## src/rtl/core/rttt_pkg.sv

```systemverilog
// ----------------------------------------------------------------------------
// Retransmission timer table package
// Shared codes, defaults and the types that pass between the core's modules.
// ----------------------------------------------------------------------------
package rttt_pkg;

	localparam int DEF_TABLE_DEPTH   = 16;
	localparam int DEF_CHANNEL_COUNT = 8;

	localparam int IN_TDATA_W  = 168;
	localparam int OUT_TDATA_W = 104;

	localparam logic [31:0] SLEEP_NONE = 32'h7fff_ffff;

	// Input item kinds.
	localparam logic [1:0] K_SEND = 2'd0;
	localparam logic [1:0] K_RECV = 2'd1;
	localparam logic [1:0] K_ACK  = 2'd2;
	localparam logic [1:0] K_TICK = 2'd3;

	// Result kinds.
	localparam logic [2:0] RK_RETX   = 3'd0;
	localparam logic [2:0] RK_NAK    = 3'd1;
	localparam logic [2:0] RK_IACK   = 3'd2;
	localparam logic [2:0] RK_CANCEL = 3'd3;
	localparam logic [2:0] RK_SLEEP  = 3'd4;
	localparam logic [2:0] RK_FULL   = 3'd5;

	// Configuration register indexes.
	localparam logic CFG_OWN_NODE    = 1'b0;
	localparam logic CFG_RETRY_LIMIT = 1'b1;

	localparam logic [3:0] RETRY_LIMIT_RST = 4'd3;

	typedef struct packed {
		logic [1:0]  kind;
		logic [31:0] from_node;
		logic [31:0] to_node;
		logic [31:0] packet_id;
		logic        ack_req;
		logic [2:0]  channel;
		logic [15:0] airtime_ms;
		logic [15:0] retry_delay_ms;
		logic [31:0] now_ms;
	} item_t;

	typedef struct packed {
		logic [2:0]  result_kind;
		logic [31:0] origin_node;
		logic [31:0] out_packet_id;
		logic [2:0]  out_channel;
		logic [31:0] sleep_ms;
	} res_t;

	typedef struct packed {
		logic       load;
		logic       scan;
		logic       stop;
		logic       tick_retx;
		logic       tick_keep;
		logic       write_new;
		logic       push;
		logic [2:0] rkind;
		logic       finish;
	} cmd_t;

	typedef struct packed {
		logic [1:0] kind;
		logic       want;
		logic       match_found;
		logic       alloc_ok;
		logic       e_valid;
		logic       e_due;
		logic       e_rzero;
		logic       e_cancel;
	} sts_t;

endpackage

```

## src/rtl/core/rttt_obuf.sv

```systemverilog
// ----------------------------------------------------------------------------
// Result output buffer
// Holds the newest result until the next one or the end of the item shows
// whether it is the last, and drives the output stream register.
// ----------------------------------------------------------------------------
module rttt_obuf (
	input  logic          clk,
	input  logic          arst_n,
	input  logic          push,
	input  logic          finish,
	input  rttt_pkg::res_t res,
	output logic          rdy,
	output logic          m_tvalid,
	input  logic          m_tready,
	output logic [rttt_pkg::OUT_TDATA_W-1:0] m_tdata, // origin, id, channel, sleep
	output logic [2:0]    m_tuser,  // result_kind
	output logic          m_tlast
);
	import rttt_pkg::*;

	res_t p_q;
	logic p_vld_q;
	res_t o_q;
	logic o_last_q;
	logic o_vld_q;
	logic taken;

	assign taken = o_vld_q && m_tready;
	assign rdy   = !p_vld_q || !o_vld_q || m_tready;

	always_ff @(posedge clk or negedge arst_n) begin
		if (!arst_n) begin
			p_vld_q <= 1'b0;
			o_vld_q <= 1'b0;
		end else begin
			if (taken)
				o_vld_q <= 1'b0;
			if ((push || finish) && p_vld_q)
				o_vld_q <= 1'b1;
			if (push)
				p_vld_q <= 1'b1;
			else if (finish)
				p_vld_q <= 1'b0;
		end
	end

	always_ff @(posedge clk) begin
		if ((push || finish) && p_vld_q) begin
			o_q      <= p_q;
			o_last_q <= finish;
		end
		if (push)
			p_q <= res;
	end

	assign m_tvalid = o_vld_q;
	assign m_tuser  = o_q.result_kind;
	assign m_tlast  = o_last_q;
	assign m_tdata  = {5'd0, o_q.sleep_ms, o_q.out_channel, o_q.out_packet_id,
		o_q.origin_node};

endmodule

```

## src/rtl/core/rttt_dp.sv

```systemverilog
// ----------------------------------------------------------------------------
// Retransmission timer table datapath
// Entry table, item registers, configuration, key search and sleep minimum.
// ----------------------------------------------------------------------------
module rttt_dp #(
	parameter int TABLE_DEPTH   = rttt_pkg::DEF_TABLE_DEPTH,
	parameter int CHANNEL_COUNT = rttt_pkg::DEF_CHANNEL_COUNT,
	parameter int IW            = (TABLE_DEPTH > 1) ? $clog2(TABLE_DEPTH) : 1
) (
	input  logic             clk,
	input  logic             arst_n,
	input  logic             cfg_we,
	input  logic             cfg_index,
	input  logic [31:0]      cfg_data,
	input  rttt_pkg::item_t  item,
	input  rttt_pkg::cmd_t   cmd,
	input  logic [IW-1:0]    idx,
	output rttt_pkg::sts_t   sts,
	output logic [IW-1:0]    match_idx,
	output rttt_pkg::res_t   res
);
	import rttt_pkg::*;

	logic        v_q     [TABLE_DEPTH];
	logic [31:0] org_q   [TABLE_DEPTH];
	logic [31:0] id_q    [TABLE_DEPTH];
	logic [2:0]  ch_q    [TABLE_DEPTH];
	logic [3:0]  rtr_q   [TABLE_DEPTH];
	logic [31:0] ns_q    [TABLE_DEPTH];
	logic [15:0] dly_q   [TABLE_DEPTH];

	logic [31:0] own_q;
	logic [3:0]  lim_q;

	logic [1:0]  kind_q;
	logic        want_q;
	logic        key_en_q;
	logic [31:0] key_q;
	logic [31:0] pid_q;
	logic [2:0]  chn_q;
	logic [15:0] air_q;
	logic [15:0] rdel_q;
	logic [31:0] now_q;
	logic [31:0] d_q;
	logic        mfound_q;
	logic [IW-1:0] midx_q;
	logic        ffound_q;
	logic [IW-1:0] fidx_q;

	logic        e_v;
	logic [31:0] e_org, e_id, e_ns;
	logic [2:0]  e_ch;
	logic [3:0]  e_rtr;
	logic [15:0] e_dly;
	logic        e_match;
	logic        air_hit;
	logic [IW-1:0] aidx;
	logic [31:0] cand;
	logic [31:0] ld_org;
	logic        ld_key_en;
	logic [31:0] ld_key;

	assign e_v   = v_q[idx];
	assign e_org = org_q[idx];
	assign e_id  = id_q[idx];
	assign e_ns  = ns_q[idx];
	assign e_ch  = ch_q[idx];
	assign e_rtr = rtr_q[idx];
	assign e_dly = dly_q[idx];

	assign e_match = e_v && (e_org == key_q) && (e_id == pid_q);
	assign air_hit = e_v && (((kind_q == K_SEND) && (e_id != pid_q)) || (kind_q == K_RECV));
	assign aidx    = (mfound_q && (!ffound_q || (midx_q < fidx_q))) ? midx_q : fidx_q;
	assign cand    = cmd.tick_retx ? {16'd0, e_dly} : (e_ns - now_q);

	always_comb begin
		ld_org    = (item.from_node == 32'd0) ? own_q : item.from_node;
		ld_key    = item.to_node;
		ld_key_en = 1'b0;
		case (item.kind)
			K_SEND: begin
				ld_key    = ld_org;
				ld_key_en = item.ack_req;
			end
			K_RECV: begin
				ld_key    = item.from_node;
				ld_key_en = (item.from_node == own_q);
			end
			K_ACK: begin
				ld_key_en = (item.to_node == own_q) && (item.packet_id != 32'd0);
			end
			default: ld_key_en = 1'b0;
		endcase
	end

	always_ff @(posedge clk or negedge arst_n) begin
		if (!arst_n) begin
			own_q <= 32'd0;
			lim_q <= RETRY_LIMIT_RST;
		end else if (cfg_we) begin
			if (cfg_index == CFG_OWN_NODE)
				own_q <= cfg_data;
			else if (cfg_index == CFG_RETRY_LIMIT)
				lim_q <= cfg_data[3:0];
		end
	end

	always_ff @(posedge clk or negedge arst_n) begin
		if (!arst_n) begin
			for (int i = 0; i < TABLE_DEPTH; i++)
				v_q[i] <= 1'b0;
		end else begin
			if (cmd.stop)
				v_q[idx] <= 1'b0;
			if (cmd.write_new)
				v_q[aidx] <= 1'b1;
		end
	end

	always_ff @(posedge clk) begin
		if (cmd.load) begin
			kind_q   <= item.kind;
			want_q   <= item.ack_req;
			key_en_q <= ld_key_en;
			key_q    <= ld_key;
			pid_q    <= item.packet_id;
			chn_q    <= ({29'd0, item.channel} >= 32'(CHANNEL_COUNT)) ? 3'd0 : item.channel;
			air_q    <= item.airtime_ms;
			rdel_q   <= item.retry_delay_ms;
			now_q    <= item.now_ms;
			d_q      <= SLEEP_NONE;
			mfound_q <= 1'b0;
			ffound_q <= 1'b0;
		end
		if (cmd.scan) begin
			if (air_hit)
				ns_q[idx] <= e_ns + {16'd0, air_q};
			if (key_en_q && e_match && !mfound_q) begin
				mfound_q <= 1'b1;
				midx_q   <= idx;
			end
			if ((kind_q == K_SEND) && !e_v && !ffound_q) begin
				ffound_q <= 1'b1;
				fidx_q   <= idx;
			end
		end
		if (cmd.tick_retx) begin
			rtr_q[idx] <= e_rtr - 4'd1;
			ns_q[idx]  <= now_q + {16'd0, e_dly};
		end
		if ((cmd.tick_retx || cmd.tick_keep) && ($signed(cand) < $signed(d_q)))
			d_q <= cand;
		if (cmd.write_new) begin
			org_q[aidx] <= key_q;
			id_q[aidx]  <= pid_q;
			ch_q[aidx]  <= chn_q;
			rtr_q[aidx] <= (lim_q != 4'd0) ? lim_q - 4'd1 : 4'd0;
			dly_q[aidx] <= rdel_q;
			ns_q[aidx]  <= now_q + {16'd0, rdel_q};
		end
	end

	always_comb begin
		sts.kind        = kind_q;
		sts.want        = want_q;
		sts.match_found = mfound_q;
		sts.alloc_ok    = mfound_q || ffound_q;
		sts.e_valid     = e_v;
		sts.e_due       = e_ns <= now_q;
		sts.e_rzero     = e_rtr == 4'd0;
		sts.e_cancel    = ({1'b0, e_rtr} + 5'd1) < {1'b0, lim_q};
	end
	assign match_idx = midx_q;

	always_comb begin
		res.result_kind   = cmd.rkind;
		res.origin_node   = e_org;
		res.out_packet_id = e_id;
		res.out_channel   = e_ch;
		res.sleep_ms      = 32'd0;
		case (cmd.rkind)
			RK_FULL: begin
				res.origin_node   = key_q;
				res.out_packet_id = pid_q;
				res.out_channel   = chn_q;
			end
			RK_SLEEP: begin
				res.origin_node   = 32'd0;
				res.out_packet_id = 32'd0;
				res.out_channel   = 3'd0;
				res.sleep_ms      = d_q;
			end
			default: res.sleep_ms = 32'd0;
		endcase
	end

endmodule

```

## src/rtl/core/rttt_ctrl.sv

```systemverilog
// ----------------------------------------------------------------------------
// Retransmission timer table controller
// Sequences the table walk for each item and issues datapath commands.
// ----------------------------------------------------------------------------
module rttt_ctrl #(
	parameter int TABLE_DEPTH = rttt_pkg::DEF_TABLE_DEPTH,
	parameter int IW          = (TABLE_DEPTH > 1) ? $clog2(TABLE_DEPTH) : 1
) (
	input  logic            clk,
	input  logic            arst_n,
	input  logic            s_tvalid,
	output logic            s_tready,
	input  logic [1:0]      in_kind,
	input  rttt_pkg::sts_t  sts,
	input  logic [IW-1:0]   match_idx,
	input  logic            rdy,
	output rttt_pkg::cmd_t  cmd,
	output logic [IW-1:0]   idx
);
	import rttt_pkg::*;

	localparam logic [3:0] ST_IDLE  = 4'd0;
	localparam logic [3:0] ST_SCAN  = 4'd1;
	localparam logic [3:0] ST_POST  = 4'd2;
	localparam logic [3:0] ST_ACK   = 4'd3;
	localparam logic [3:0] ST_STOP  = 4'd4;
	localparam logic [3:0] ST_ALLOC = 4'd5;
	localparam logic [3:0] ST_TICK  = 4'd6;
	localparam logic [3:0] ST_SLEEP = 4'd7;
	localparam logic [3:0] ST_FIN   = 4'd8;

	logic [3:0]    state_q, state_d;
	logic [IW-1:0] cnt_q, cnt_d;
	logic          at_end;

	assign at_end   = cnt_q == IW'(TABLE_DEPTH - 1);
	assign s_tready = state_q == ST_IDLE;

	always_comb begin
		if (state_q == ST_ACK || (state_q == ST_STOP && sts.kind != K_TICK))
			idx = match_idx;
		else
			idx = cnt_q;
	end

	always_comb begin
		cmd     = '0;
		state_d = state_q;
		cnt_d   = cnt_q;
		case (state_q)
			ST_IDLE: begin
				if (s_tvalid) begin
					cmd.load = 1'b1;
					cnt_d    = '0;
					state_d  = (in_kind == K_TICK) ? ST_TICK : ST_SCAN;
				end
			end
			ST_SCAN: begin
				cmd.scan = 1'b1;
				if (at_end)
					state_d = ST_POST;
				else
					cnt_d = cnt_q + 1'b1;
			end
			ST_POST: begin
				state_d = ST_FIN;
				case (sts.kind)
					K_SEND: begin
						if (sts.want)
							state_d = sts.match_found ? ST_STOP : ST_ALLOC;
					end
					K_RECV: begin
						if (sts.match_found)
							state_d = ST_ACK;
					end
					K_ACK: begin
						if (sts.match_found)
							state_d = ST_STOP;
					end
					default: state_d = ST_FIN;
				endcase
			end
			ST_ACK: begin
				if (rdy) begin
					cmd.push  = 1'b1;
					cmd.rkind = RK_IACK;
					state_d   = ST_STOP;
				end
			end
			ST_STOP: begin
				if (!sts.e_cancel || rdy) begin
					cmd.stop  = 1'b1;
					cmd.push  = sts.e_cancel;
					cmd.rkind = RK_CANCEL;
					if (sts.kind == K_TICK) begin
						if (at_end)
							state_d = ST_SLEEP;
						else begin
							cnt_d   = cnt_q + 1'b1;
							state_d = ST_TICK;
						end
					end else if (sts.kind == K_SEND)
						state_d = ST_ALLOC;
					else
						state_d = ST_FIN;
				end
			end
			ST_ALLOC: begin
				if (sts.alloc_ok) begin
					cmd.write_new = 1'b1;
					state_d       = ST_FIN;
				end else if (rdy) begin
					cmd.push  = 1'b1;
					cmd.rkind = RK_FULL;
					state_d   = ST_FIN;
				end
			end
			ST_TICK: begin
				if (sts.e_valid && sts.e_due && sts.e_rzero) begin
					// A give-up nak is followed by the stop of the entry.
					if (rdy) begin
						cmd.push  = 1'b1;
						cmd.rkind = RK_NAK;
						state_d   = ST_STOP;
					end
				end else if (!sts.e_valid || !sts.e_due || rdy) begin
					cmd.tick_retx = sts.e_valid && sts.e_due;
					cmd.tick_keep = sts.e_valid && !sts.e_due;
					cmd.push      = sts.e_valid && sts.e_due;
					cmd.rkind     = RK_RETX;
					if (at_end)
						state_d = ST_SLEEP;
					else
						cnt_d = cnt_q + 1'b1;
				end
			end
			ST_SLEEP: begin
				if (rdy) begin
					cmd.push  = 1'b1;
					cmd.rkind = RK_SLEEP;
					state_d   = ST_FIN;
				end
			end
			ST_FIN: begin
				if (rdy) begin
					cmd.finish = 1'b1;
					state_d    = ST_IDLE;
				end
			end
			default: state_d = ST_IDLE;
		endcase
	end

	always_ff @(posedge clk or negedge arst_n) begin
		if (!arst_n) begin
			state_q <= ST_IDLE;
			cnt_q   <= '0;
		end else begin
			state_q <= state_d;
			cnt_q   <= cnt_d;
		end
	end

endmodule

```

## src/rtl/core/retransmission_timer_table_core.sv

```systemverilog
// An item that causes no result walks every table entry in the scan state, then
// the post and finish states before the next input transfer; a send that asks
// for an ack adds the alloc state, a stopped entry or give-up nak the stop state,
// an implicit ack the ack state, and a stalled output adds the stall. The core
// takes no new item until it is done with the last. Reset (arst_n low) clears all
// valid bits, own_node to 0 and retry_limit to 3; the block is ready at once.
// ----------------------------------------------------------------------------
// Retransmission timer table core
// Table of packets awaiting acknowledgement with retry timers and sleep report.
// ----------------------------------------------------------------------------
module retransmission_timer_table_core #(
	parameter int TABLE_DEPTH   = rttt_pkg::DEF_TABLE_DEPTH,
	parameter int CHANNEL_COUNT = rttt_pkg::DEF_CHANNEL_COUNT
) (
	input  logic        clk,
	input  logic        arst_n,
	input  logic        cfg_we,
	input  logic        cfg_index,
	input  logic [31:0] cfg_data,
	input  logic        s_tvalid,
	output logic        s_tready,
	// from_node, to_node, packet_id, ack_req, channel, airtime_ms,
	// retry_delay_ms, now_ms
	input  logic [rttt_pkg::IN_TDATA_W-1:0] s_tdata,
	input  logic [1:0]  s_tuser,  // kind
	output logic        m_tvalid,
	input  logic        m_tready,
	// origin_node, out_packet_id, out_channel, sleep_ms
	output logic [rttt_pkg::OUT_TDATA_W-1:0] m_tdata,
	output logic [2:0]  m_tuser,  // result_kind
	output logic        m_tlast
);
	import rttt_pkg::*;

	localparam int IW = (TABLE_DEPTH > 1) ? $clog2(TABLE_DEPTH) : 1;

	item_t         item;
	cmd_t          cmd;
	sts_t          sts;
	res_t          res;
	logic [IW-1:0] idx;
	logic [IW-1:0] match_idx;
	logic          rdy;

	always_comb begin
		item.kind           = s_tuser;
		item.from_node      = s_tdata[31:0];
		item.to_node        = s_tdata[63:32];
		item.packet_id      = s_tdata[95:64];
		item.ack_req        = s_tdata[96];
		item.channel        = s_tdata[99:97];
		item.airtime_ms     = s_tdata[115:100];
		item.retry_delay_ms = s_tdata[131:116];
		item.now_ms         = s_tdata[163:132];
	end

	rttt_ctrl #(.TABLE_DEPTH(TABLE_DEPTH), .IW(IW)) u_ctrl (
		.clk(clk), .arst_n(arst_n), .s_tvalid(s_tvalid), .s_tready(s_tready),
		.in_kind(s_tuser), .sts(sts), .match_idx(match_idx), .rdy(rdy),
		.cmd(cmd), .idx(idx)
	);

	rttt_dp #(.TABLE_DEPTH(TABLE_DEPTH), .CHANNEL_COUNT(CHANNEL_COUNT), .IW(IW)) u_dp (
		.clk(clk), .arst_n(arst_n), .cfg_we(cfg_we), .cfg_index(cfg_index),
		.cfg_data(cfg_data), .item(item), .cmd(cmd), .idx(idx), .sts(sts),
		.match_idx(match_idx), .res(res)
	);

	rttt_obuf u_obuf (
		.clk(clk), .arst_n(arst_n), .push(cmd.push), .finish(cmd.finish),
		.res(res), .rdy(rdy), .m_tvalid(m_tvalid), .m_tready(m_tready),
		.m_tdata(m_tdata), .m_tuser(m_tuser), .m_tlast(m_tlast)
	);

endmodule

```

## config.mk

```make
export PLATFORM = sky130hd
export DESIGN_NAME = retransmission_timer_table_core
export DESIGN_NICKNAME = d
export VERILOG_FILES = /design/src/rtl/core/rttt_pkg.sv /design/src/rtl/core/rttt_obuf.sv /design/src/rtl/core/rttt_dp.sv /design/src/rtl/core/rttt_ctrl.sv /design/src/rtl/core/retransmission_timer_table_core.sv
export SDC_FILE = /design/constraint.sdc
export NUM_CORES = 2
export LEC_CHECK = 0
export BUFFER_PORTS_ARGS = -buffer_cell sky130_fd_sc_hd__buf_2
export CORE_MARGIN = 5
export CORE_UTILIZATION = 30
export DETAILED_ROUTE_END_ITERATION = 12
export GPL_TIMING_DRIVEN = 0
export MAX_ROUTING_LAYER = met4
export PLACE_DENSITY = 0.53
export SYNTH_ARGS = -nofsm -noshare
export SYNTH_HDL_FRONTEND = slang
export SYNTH_SLANG_ARGS = --single-unit
```

## constraint.sdc

```tcl
create_clock -name clk -period 38.7 [get_ports clk]
set_input_delay 5.805 -clock clk [delete_from_list [all_inputs] [get_ports clk]]
set_output_delay 5.805 -clock clk [all_outputs]
set_load 0.05 [all_outputs]
```

* Yosys cells after proc, flatten, opt, wreduce, memory -nomap -nowiden *
Memories as Yosys holds them, arrays and structs flattened.
Cells that the tools add are included.
W data, S select, Z words.

word-level totals
  flip-flop bits (word level) = 444
  latch bits = 0
  memory bits (writable) = 1904
  ROM bits = 0
  input port bits = 208
  memories = 6

cells by class
  $add $sub $neg = 8
  multiply operators = 0
  divide/modulo/power cells = 0
  magnitude comparators = 8
  equality and inequality tests = 32
  shift-type cells = 0
  muxes and demuxes = 91
  bitwise operators = 7
  reduce and logical (&&, ||, !) cells = 56

memories
  name        words  width  rd ports  clocked after memory_dff  write ports  RTL line       source
  u_dp.id_q   16     32     1         0                         1            rttt_dp.sv:26  logic [31:0] id_q [TABLE_DEPTH];
  u_dp.ns_q   16     32     1         0                         1            rttt_dp.sv:29  logic [31:0] ns_q [TABLE_DEPTH];
  u_dp.org_q  16     32     1         0                         1            rttt_dp.sv:25  logic [31:0] org_q [TABLE_DEPTH];
  u_dp.dly_q  16     16     1         0                         1            rttt_dp.sv:30  logic [15:0] dly_q [TABLE_DEPTH];
  u_dp.rtr_q  16     4      1         0                         1            rttt_dp.sv:28  logic [3:0] rtr_q [TABLE_DEPTH];
  u_dp.ch_q   16     3      1         0                         1            rttt_dp.sv:27  logic [2:0] ch_q [TABLE_DEPTH];

operators by type and width
  kind                  count
  $mux W32              6
  $mux W4               35
  $pmux W67 S2          1
  $eq A32 B32 Y1        4
  $add A32 B16 Y32      3
  $pmux W32 S2          1
  $pmux W4 S9           1
  $mux W1               34
  $le A32 B32 Y1        1
  $logic_not A32 Y1     1
  $lt A32 B32 Y1        1
  $mux W16              2
  $ne A32 B32 Y1        1
  $reduce_bool A32 Y1   1
  $reduce_or A32 Y1     1
  $sub A32 B32 Y32      1
  $pmux W4 S5           1
  $logic_and A1 B1 Y1   19
  $and A16 B16 Y16      1
  $eq A4 B3 Y1 const B  4
  $not A16 Y16          1
  $or A16 B16 Y16       1
  $pmux W4 S4           1
  $pmux W4 S3           1
  33 further kinds      79

* Depth between registers and ports, before layout *
  word-level depth = 18
  depth in mapped cells = 52
  depth with buffers taken out = 35

* Modules after synthesis *
A second synthesis with hierarchy kept.

second synthesis, totals
  cells, all modules = 6721
  area total of the unflattened synthesis = 105184.6 µm²

by module, submodules not included
  module     times used  cells an instance  area an instance (µm²)  sequential area each (µm²)
  rttt_dp    1           6361               97780.0                 63773.7
  rttt_obuf  1           219                6282.3                  6206.0
  rttt_ctrl  1           141                1122.3                  200.2

* Worst setup path before layout *
Ideal clock, no wire load.

  path kind = register to register
  start = register u_dp.kind_q[0]
  end = register u_obuf.o_q, in the netlist u_obuf.m_tdata[0] (enable)
  setup time = 0.731 ns
  data arrival time = 14.629 ns
  required time = 37.969 ns
  path slack = 23.340 ns
  cell stages (with the launch flop) = 34
  buffers on the path = 14
  clock period less this slack = 15.360 ns
  cells stage by stage = edfxtp_1 > ha_1 > buf_2 > or4b_4 > buf_6 > o211ai_4 > and2_1 > buf_4 > buf_8 > buf_4 > buf_4 > buf_4 > buf_2 > buf_2 > buf_2 > buf_2 > buf_1 > buf_2 > buf_1 > nand2_1 > a311oi_1 > a311oi_1 > a31oi_1 > ha_1 > a21oi_1 > o21ai_0 > a221o_1 > a221oi_1 > o21a_1 > o21ai_0 > o21ai_0 > and3_1 > a211oi_1 > a221oi_1

on the way
  word-level cells in the longest chain between the ends = 16
  elaborated cells on any way between the ends = 28
  those cells by class = 1 x add/sub; 2 x order compare; 1 x eq/ne; 8 x mux; 1 x bitwise; 13 x reduce/logical; 2 x memory

ends and longest elaborated chain
  element                                                                  RTL line         source
  from (decl)                                                              rttt_dp.sv:35    logic [1:0] kind_q;
  from (signal assigned)                                                   rttt_dp.sv:122   kind_q <= item.kind;
  $ne A2 B2 Y1 *                                                           rttt_ctrl.sv:40  if (state_q == ST_ACK || (state_q == ST_STOP && sts.kind != K_TICK))
  $logic_and A1 B1 Y1 *                                                    rttt_ctrl.sv:40
  $logic_or A1 B1 Y1 *                                                     rttt_ctrl.sv:40
  $mux W4 *                                                                rttt_ctrl.sv:40
  parallel branches: the longest is 9 deep, another holds $mem_v2 Z16 W32  -
  $pmux W4 S5 *                                                            rttt_ctrl.sv:50  case (state_q)
  $logic_or A1 B1 Y1 *                                                     rttt_obuf.sv:48  if ((push || finish) && p_vld_q) begin
  $logic_and A1 B1 Y1 *                                                    rttt_obuf.sv:48
  to (signal assigned)                                                     rttt_obuf.sv:49  o_q <= p_q;
  to (decl)                                                                rttt_obuf.sv:23  res_t o_q;

Mark *: on every way between the ends. The select of a mux whose other input is x is not followed.
A chain may end at the register's enable or synchronous reset.

* Worst setup path after layout *
  start = register u_dp.kind_q[0]
  end = register u_dp.d_q[18] (enable)

on the way
  word-level cells in the longest chain between the ends = 18
  elaborated cells on any way between the ends = 29
  those cells by class = 1 x add/sub; 2 x order compare; 1 x eq/ne; 8 x mux; 1 x bitwise; 13 x reduce/logical; 3 x memory

ends and longest elaborated chain
  element                                                                   RTL line         source
  $ne A2 B2 Y1 *                                                            rttt_ctrl.sv:40
  $logic_and A1 B1 Y1 *                                                     rttt_ctrl.sv:40
  $logic_or A1 B1 Y1 *                                                      rttt_ctrl.sv:40
  $mux W4 *                                                                 rttt_ctrl.sv:40
  parallel branches: the longest is 10 deep, another holds $mem_v2 Z16 W32  -
  $mux W32 *                                                                rttt_dp.sv:74    assign cand = cmd.tick_retx ? {16'd0, e_dly} : (e_ns - now_q);
  via u_dp.cand[9]                                                          rttt_dp.sv:58    logic [31:0] cand;
  $lt A32 B32 Y1 *                                                          rttt_dp.sv:151   if ((cmd.tick_retx || cmd.tick_keep) && ($signed(cand) < $signed(d_q)))
  $logic_and A1 B1 Y1 *                                                     rttt_dp.sv:151
  $reduce_bool A2 Y1 (no source line) *                                     -
  to (signal assigned)                                                      rttt_dp.sv:152   d_q <= cand;
  to (decl)                                                                 rttt_dp.sv:44    logic [31:0] d_q;

Mark *: on every way through the listed nets, which the timed path passes. The select of a mux whose other input is x is not followed.

==> summary.md <==
| Metric | Value |
|---|---|
| Number of search-and-repair iterations in the first detailed-routing pass | 6 |
| NumNets Final | 8,306 |
| Time the worst path needs with I/O delays and setup | 18.34 ns |
| Post-synthesis register bit count | 2,348 |
| Basic-gate share of the synthesized area counting and, or, nand and nor cells | 0.116 |
| Slew at the pin with the worst max-slew slack | 1.47 ns |
| Effective utilization at floorplan | 0.301 |
| Number of unique standard cell types used by synthesis | 99 |
| Detailed router's first-iteration violation count | 10,300 |
| Kind of capture point of the worst setup path | flip-flop |
| Count of buffers inserted at the top-level ports | 308 |
| Main area contributors after synthesis | sky130_fd_sc_hd__edfxtp_1 69%, sky130_fd_sc_hd__nand2_1 5.0%, sky130_fd_sc_hd__nand3_1 2.5%, sky130_fd_sc_hd__ha_1 1.6%, sky130_fd_sc_hd__mux2i_1 1.6% |
| Antenna violations before repair | 57 |
| Mux share of post-synthesis cell area | 0.0291 |
| Share of cells above drive strength 1 | 0.140 |
| Xor/xnor cell area share of the yosys netlist | 0.0193 |
| Worst reg2reg path depth | 43 |
| Total gr overflow | 0 |
| Final standard cell count with taps included and fillers excluded | 12,600 |
| Per-cell routed wire length | 31.3 µm |
| Final estimated routing congestion in global placement | 0.913 |
| # setup viols final | 0 |
| Detailed placer's ending HPWL | 280 mm |
| Inserted Clock Buffers | 246 |
| Global routing's busiest layer | met2 |
| Setup repair after global routing missed its margin | false |
| Tot GR Track Use | 0.228 |
| Worst reg2reg endpoint | u_dp.d_q[18] |
| Met3 track demand over resource in global routing | 0.0422 |
| Share of Yosys cell area claimed by the top area cell type | 0.691 |
| Average footprint of a synthesized cell | 13.6 µm² |
| Fraction of the mapped netlist area in compound gates | 0.0874 |
| Worst setup skew after layout | 0.0951 ns |
| Clock edge transition at the registers on the reported setup and hold paths | 0.06 ns |
| Total wirelength of the detailed-routed design | 393 mm |
| Crit Path Class | flip-flop to flip-flop |
| Post-route clock period utilization | 0.474 |
| Slew Viols, Final | 0 |
| Buffers inserted during post-CTS setup optimization | 0 |
| Later-pin clock latency in the skew report | 0.92 ns |
| Final hold violations | 0 |
| Die height | 585 µm |
| Slowest cell on crit path | sky130_fd_sc_hd__clkbuf_1 |
| Summed negative setup slack over all endpoints | 0 ns |
| CTS H-Tree Depth | 4 |
| Number of global-route vias before repair | 66,800 |
| Min-delay src | u_obuf.p_q[47] |
| Clock Sinks | 2,348 |
| Per-cell via count in the routed design | 5.56 |
| Adder-cell share of the synthesized area | 0.0166 |
| Total Power Consumption | 11.3 mW |
| R2r setup slk | 20.36 ns |
| Slowest Stage Delay on Critical Path | 1.09 ns |
| Launch point of the worst reg-to-reg path | u_dp.kind_q[0] |
| Highest fanout seen on the critical path | 32 |
| Count of antenna-violating nets left after detailed routing | 0 |
| Total of hold buffers inserted after clock tree synthesis | 0 |
| MaxCap Viol Count | 0 |
| Fraction of registers with async set/reset | 0.0264 |
| DRC violation count after routing | 0 |
| Startpoint kind of the worst setup timing path | flip-flop |
| Largest net degree at the start of global routing | 71 |
| First-pass GRT wire length | 536 mm |
| Static leakage | 40.0 nW |
| Row count | 211 |
| Number of standard cells after synthesis | 7,279 |
| Commonest register cell after synthesis | sky130_fd_sc_hd__edfxtp_1 |
| CTS tree | done |
| Global Route met1 Usage | 0.307 |
| Combined area of all synthesized cells | 99,300 µm² |
| Maximum clock frequency | 54.5 MHz |
| WP data required | 39.16 ns |
| Via total after detailed routing | 69,800 |
| Max_slew headroom | 0.0175 |
| Clock Tree Root | sky130_fd_sc_hd__clkbuf_16 |
| Sequential fraction of the synthesis area | 0.707 |
| Die outline area | 343,000 µm² |
| Maximum root-to-sink buffer count | 4 |
| Resized Gates After CTS | 0 |
| EDFF count, synth | 2,284 |
| Hold worst-path end | u_obuf.m_tdata[44] |
| Dominant combinational cell family by area after synthesis | simple AND/OR/NAND/NOR gates |
| Maximum ir drop on the vdd rail | 0.0643 mV |
| Power density cells | 96.1 nW/µm² |
| Die outline width | 585 µm |
| Number of warnings issued by yosys | 0 |
| Number of cells on the worst hold path | 0 |
| Placeable core region | 330,000 µm² |
| Area leader, netlist | sky130_fd_sc_hd__edfxtp_1 |
| Placed cells | 12,100 |
| Result of the run | complete, no violations |
| Critical path arrival | 18.80 ns |
| Area growth from synthesis to layout | 18.1% |
| Min-delay worst type | flip-flop to flip-flop |
| GR met2 Demand/Resource | 0.348 |
| Top Ports | 318 |
-- registers in the layout, indices dropped and copies added (netlist names), 32 cells and up --
name	flops
u_dp.own_q	32
u_dp.id_q	512
u_dp.rtr_q	64
u_obuf.p_q	102
u_dp.ns_q	512
u_dp.dly_q	256
u_dp.pid_q	32
u_dp.now_q	32
u_obuf.m_tdata	99
u_dp.key_q	32
u_dp.org_q	512
u_dp.d_q	32
u_dp.ch_q	48
-- kinds of logic (layout without fill, tap and decap cells) --
logic type               after synthesis  count (layout)
XOR/XNOR                             219             219
flip-flops                          2348            2348
AND/OR/NAND/NOR                     2534            2534
buffers and inverters                583            1472
adder cells (fa/ha/maj)              129             129
AO/OA/AOI/OAI                       1229            1229
other                                  1              23
multiplexers                         236             236
-- routing by layer --
metal,wire [µm],vias to the layer above
li1,-,29200
met1,161000,35800
met2,178000,4109
met3,39900,752
met4,15000,0
met5,0,-
-- worst max-delay path, delay by kind of cell, from the launching register on --
kind	cells	cell delay [ns]
fa+ha+maj	3	0.99
compound gates	20	5.99
buf+inv	14	8.13
flops	1	0.41
simple gates	6	2.23
-- metrics by stage --
| step | util | area [µm²] | worst slack [ns] | hold slack, ns |
|---|---|---|---|---|
| 6_report | 0.356 | 117000 | 20.36 | 0.388 |
| 5_1_grt | 0.355 | 117000 | 19.78 | 0.406 |
| 4_1_cts | 0.355 | 117000 | 20.62 | 0.408 |
| 3_5_place_dp | 0.331 | 109000 | 20.74 | 0.405 |
| 3_3_place_gp | 0.322 | 106000 | 10.46 | 0.406 |
| 2_1_floorplan | - | 99300 | 23.34 | 0.400 |
-- power breakdown --
| part | internal (mW) | total, mW | switching, mW | leakage (nW) |
|---|---|---|---|---|
| clock | 1.41 | 2.43 | 1.02 | 3.99 |
| sequential | 3.58 | 3.77 | 0.188 | 21.3 |
| combinational | 1.40 | 5.08 | 3.68 | 14.8 |
| total | 6.39 | 11.3 | 4.89 | 40.0 |
-- cell usage after synthesis, types with 45 or more instances --
cell	n
sky130_fd_sc_hd__nand2_1	1330
sky130_fd_sc_hd__a21oi_1	154
sky130_fd_sc_hd__a22oi_1	45
sky130_fd_sc_hd__and3_1	172
sky130_fd_sc_hd__buf_1	99
sky130_fd_sc_hd__inv_1	142
sky130_fd_sc_hd__buf_2	115
sky130_fd_sc_hd__nor2_1	186
sky130_fd_sc_hd__nor4_1	70
sky130_fd_sc_hd__xor2_1	63
sky130_fd_sc_hd__a211oi_1	119
sky130_fd_sc_hd__nor3_1	50
sky130_fd_sc_hd__clkbuf_1	198
sky130_fd_sc_hd__a311oi_1	154
sky130_fd_sc_hd__dfrtp_1	60
sky130_fd_sc_hd__o22ai_1	65
sky130_fd_sc_hd__a31oi_1	65
sky130_fd_sc_hd__nand3_1	488
sky130_fd_sc_hd__a21o_1	60
sky130_fd_sc_hd__nand4_1	47
sky130_fd_sc_hd__xnor2_1	156
sky130_fd_sc_hd__o21ai_0	232
sky130_fd_sc_hd__nand2b_1	49
sky130_fd_sc_hd__ha_1	125
sky130_fd_sc_hd__edfxtp_1	2284
sky130_fd_sc_hd__mux2i_1	156
-- worst max path at each step --
stage | start | to | slack, ns | depth (start not counted)
5_1_grt | u_dp.kind_q[0] | u_dp.d_q[18] | 19.78 | 42
3_5_place_dp | u_dp.kind_q[0] | u_dp.d_q[6] | 20.74 | 43
6_report | u_dp.kind_q[0] | u_dp.d_q[18] | 20.36 | 43
2_1_floorplan | u_dp.kind_q[0] | u_obuf.m_tdata[0] | 23.34 | 33
3_3_place_gp | u_dp.kind_q[0] | u_obuf.m_tdata[21] | 10.46 | 27
4_1_cts | u_dp.kind_q[0] | u_dp.d_q[18] | 20.62 | 43
-- final cells by class --
cell class,instances,area (µm²)
Sequential cell,2348,70200
Clock inverter,149,1630
Multi-Input combinational cell,4352,27000
Inverter,146,556
Clock buffer,302,6490
Buffer,437,1920
Timing Repair Buffer,438,4010
Fill cell,31800,213000
Tap cell,4366,5460
Antenna cell,18,45.0
-- layout by cell type (no fill, tap or decap), types with 25 or more instances in the layout --
cell	n
sky130_fd_sc_hd__a211oi_1	117
sky130_fd_sc_hd__a21o_1	60
sky130_fd_sc_hd__a21oi_1	153
sky130_fd_sc_hd__a222oi_1	37
sky130_fd_sc_hd__a22o_1	37
sky130_fd_sc_hd__a22oi_1	45
sky130_fd_sc_hd__a311oi_1	154
sky130_fd_sc_hd__a31oi_1	62
sky130_fd_sc_hd__and3_1	172
sky130_fd_sc_hd__buf_1	99
sky130_fd_sc_hd__buf_12	80
sky130_fd_sc_hd__buf_2	423
sky130_fd_sc_hd__buf_4	27
sky130_fd_sc_hd__bufinv_16	33
sky130_fd_sc_hd__clkbuf_1	240
sky130_fd_sc_hd__clkbuf_16	248
sky130_fd_sc_hd__clkinv_1	34
sky130_fd_sc_hd__clkinv_2	59
sky130_fd_sc_hd__dfrtp_1	60
sky130_fd_sc_hd__edfxtp_1	2284
sky130_fd_sc_hd__ha_1	125
sky130_fd_sc_hd__inv_1	141
sky130_fd_sc_hd__mux2_2	41
sky130_fd_sc_hd__mux2i_1	153
sky130_fd_sc_hd__mux4_2	38
sky130_fd_sc_hd__nand2_1	1330
sky130_fd_sc_hd__nand2b_1	49
sky130_fd_sc_hd__nand3_1	488
sky130_fd_sc_hd__nand4_1	47
sky130_fd_sc_hd__nor2_1	165
sky130_fd_sc_hd__nor2b_1	25
sky130_fd_sc_hd__nor3_1	50
sky130_fd_sc_hd__nor4_1	69
sky130_fd_sc_hd__o21ai_0	218
sky130_fd_sc_hd__o22ai_1	65
sky130_fd_sc_hd__o31ai_1	37
sky130_fd_sc_hd__xnor2_1	156
sky130_fd_sc_hd__xor2_1	63
Power figures use the tool's default switching activity.
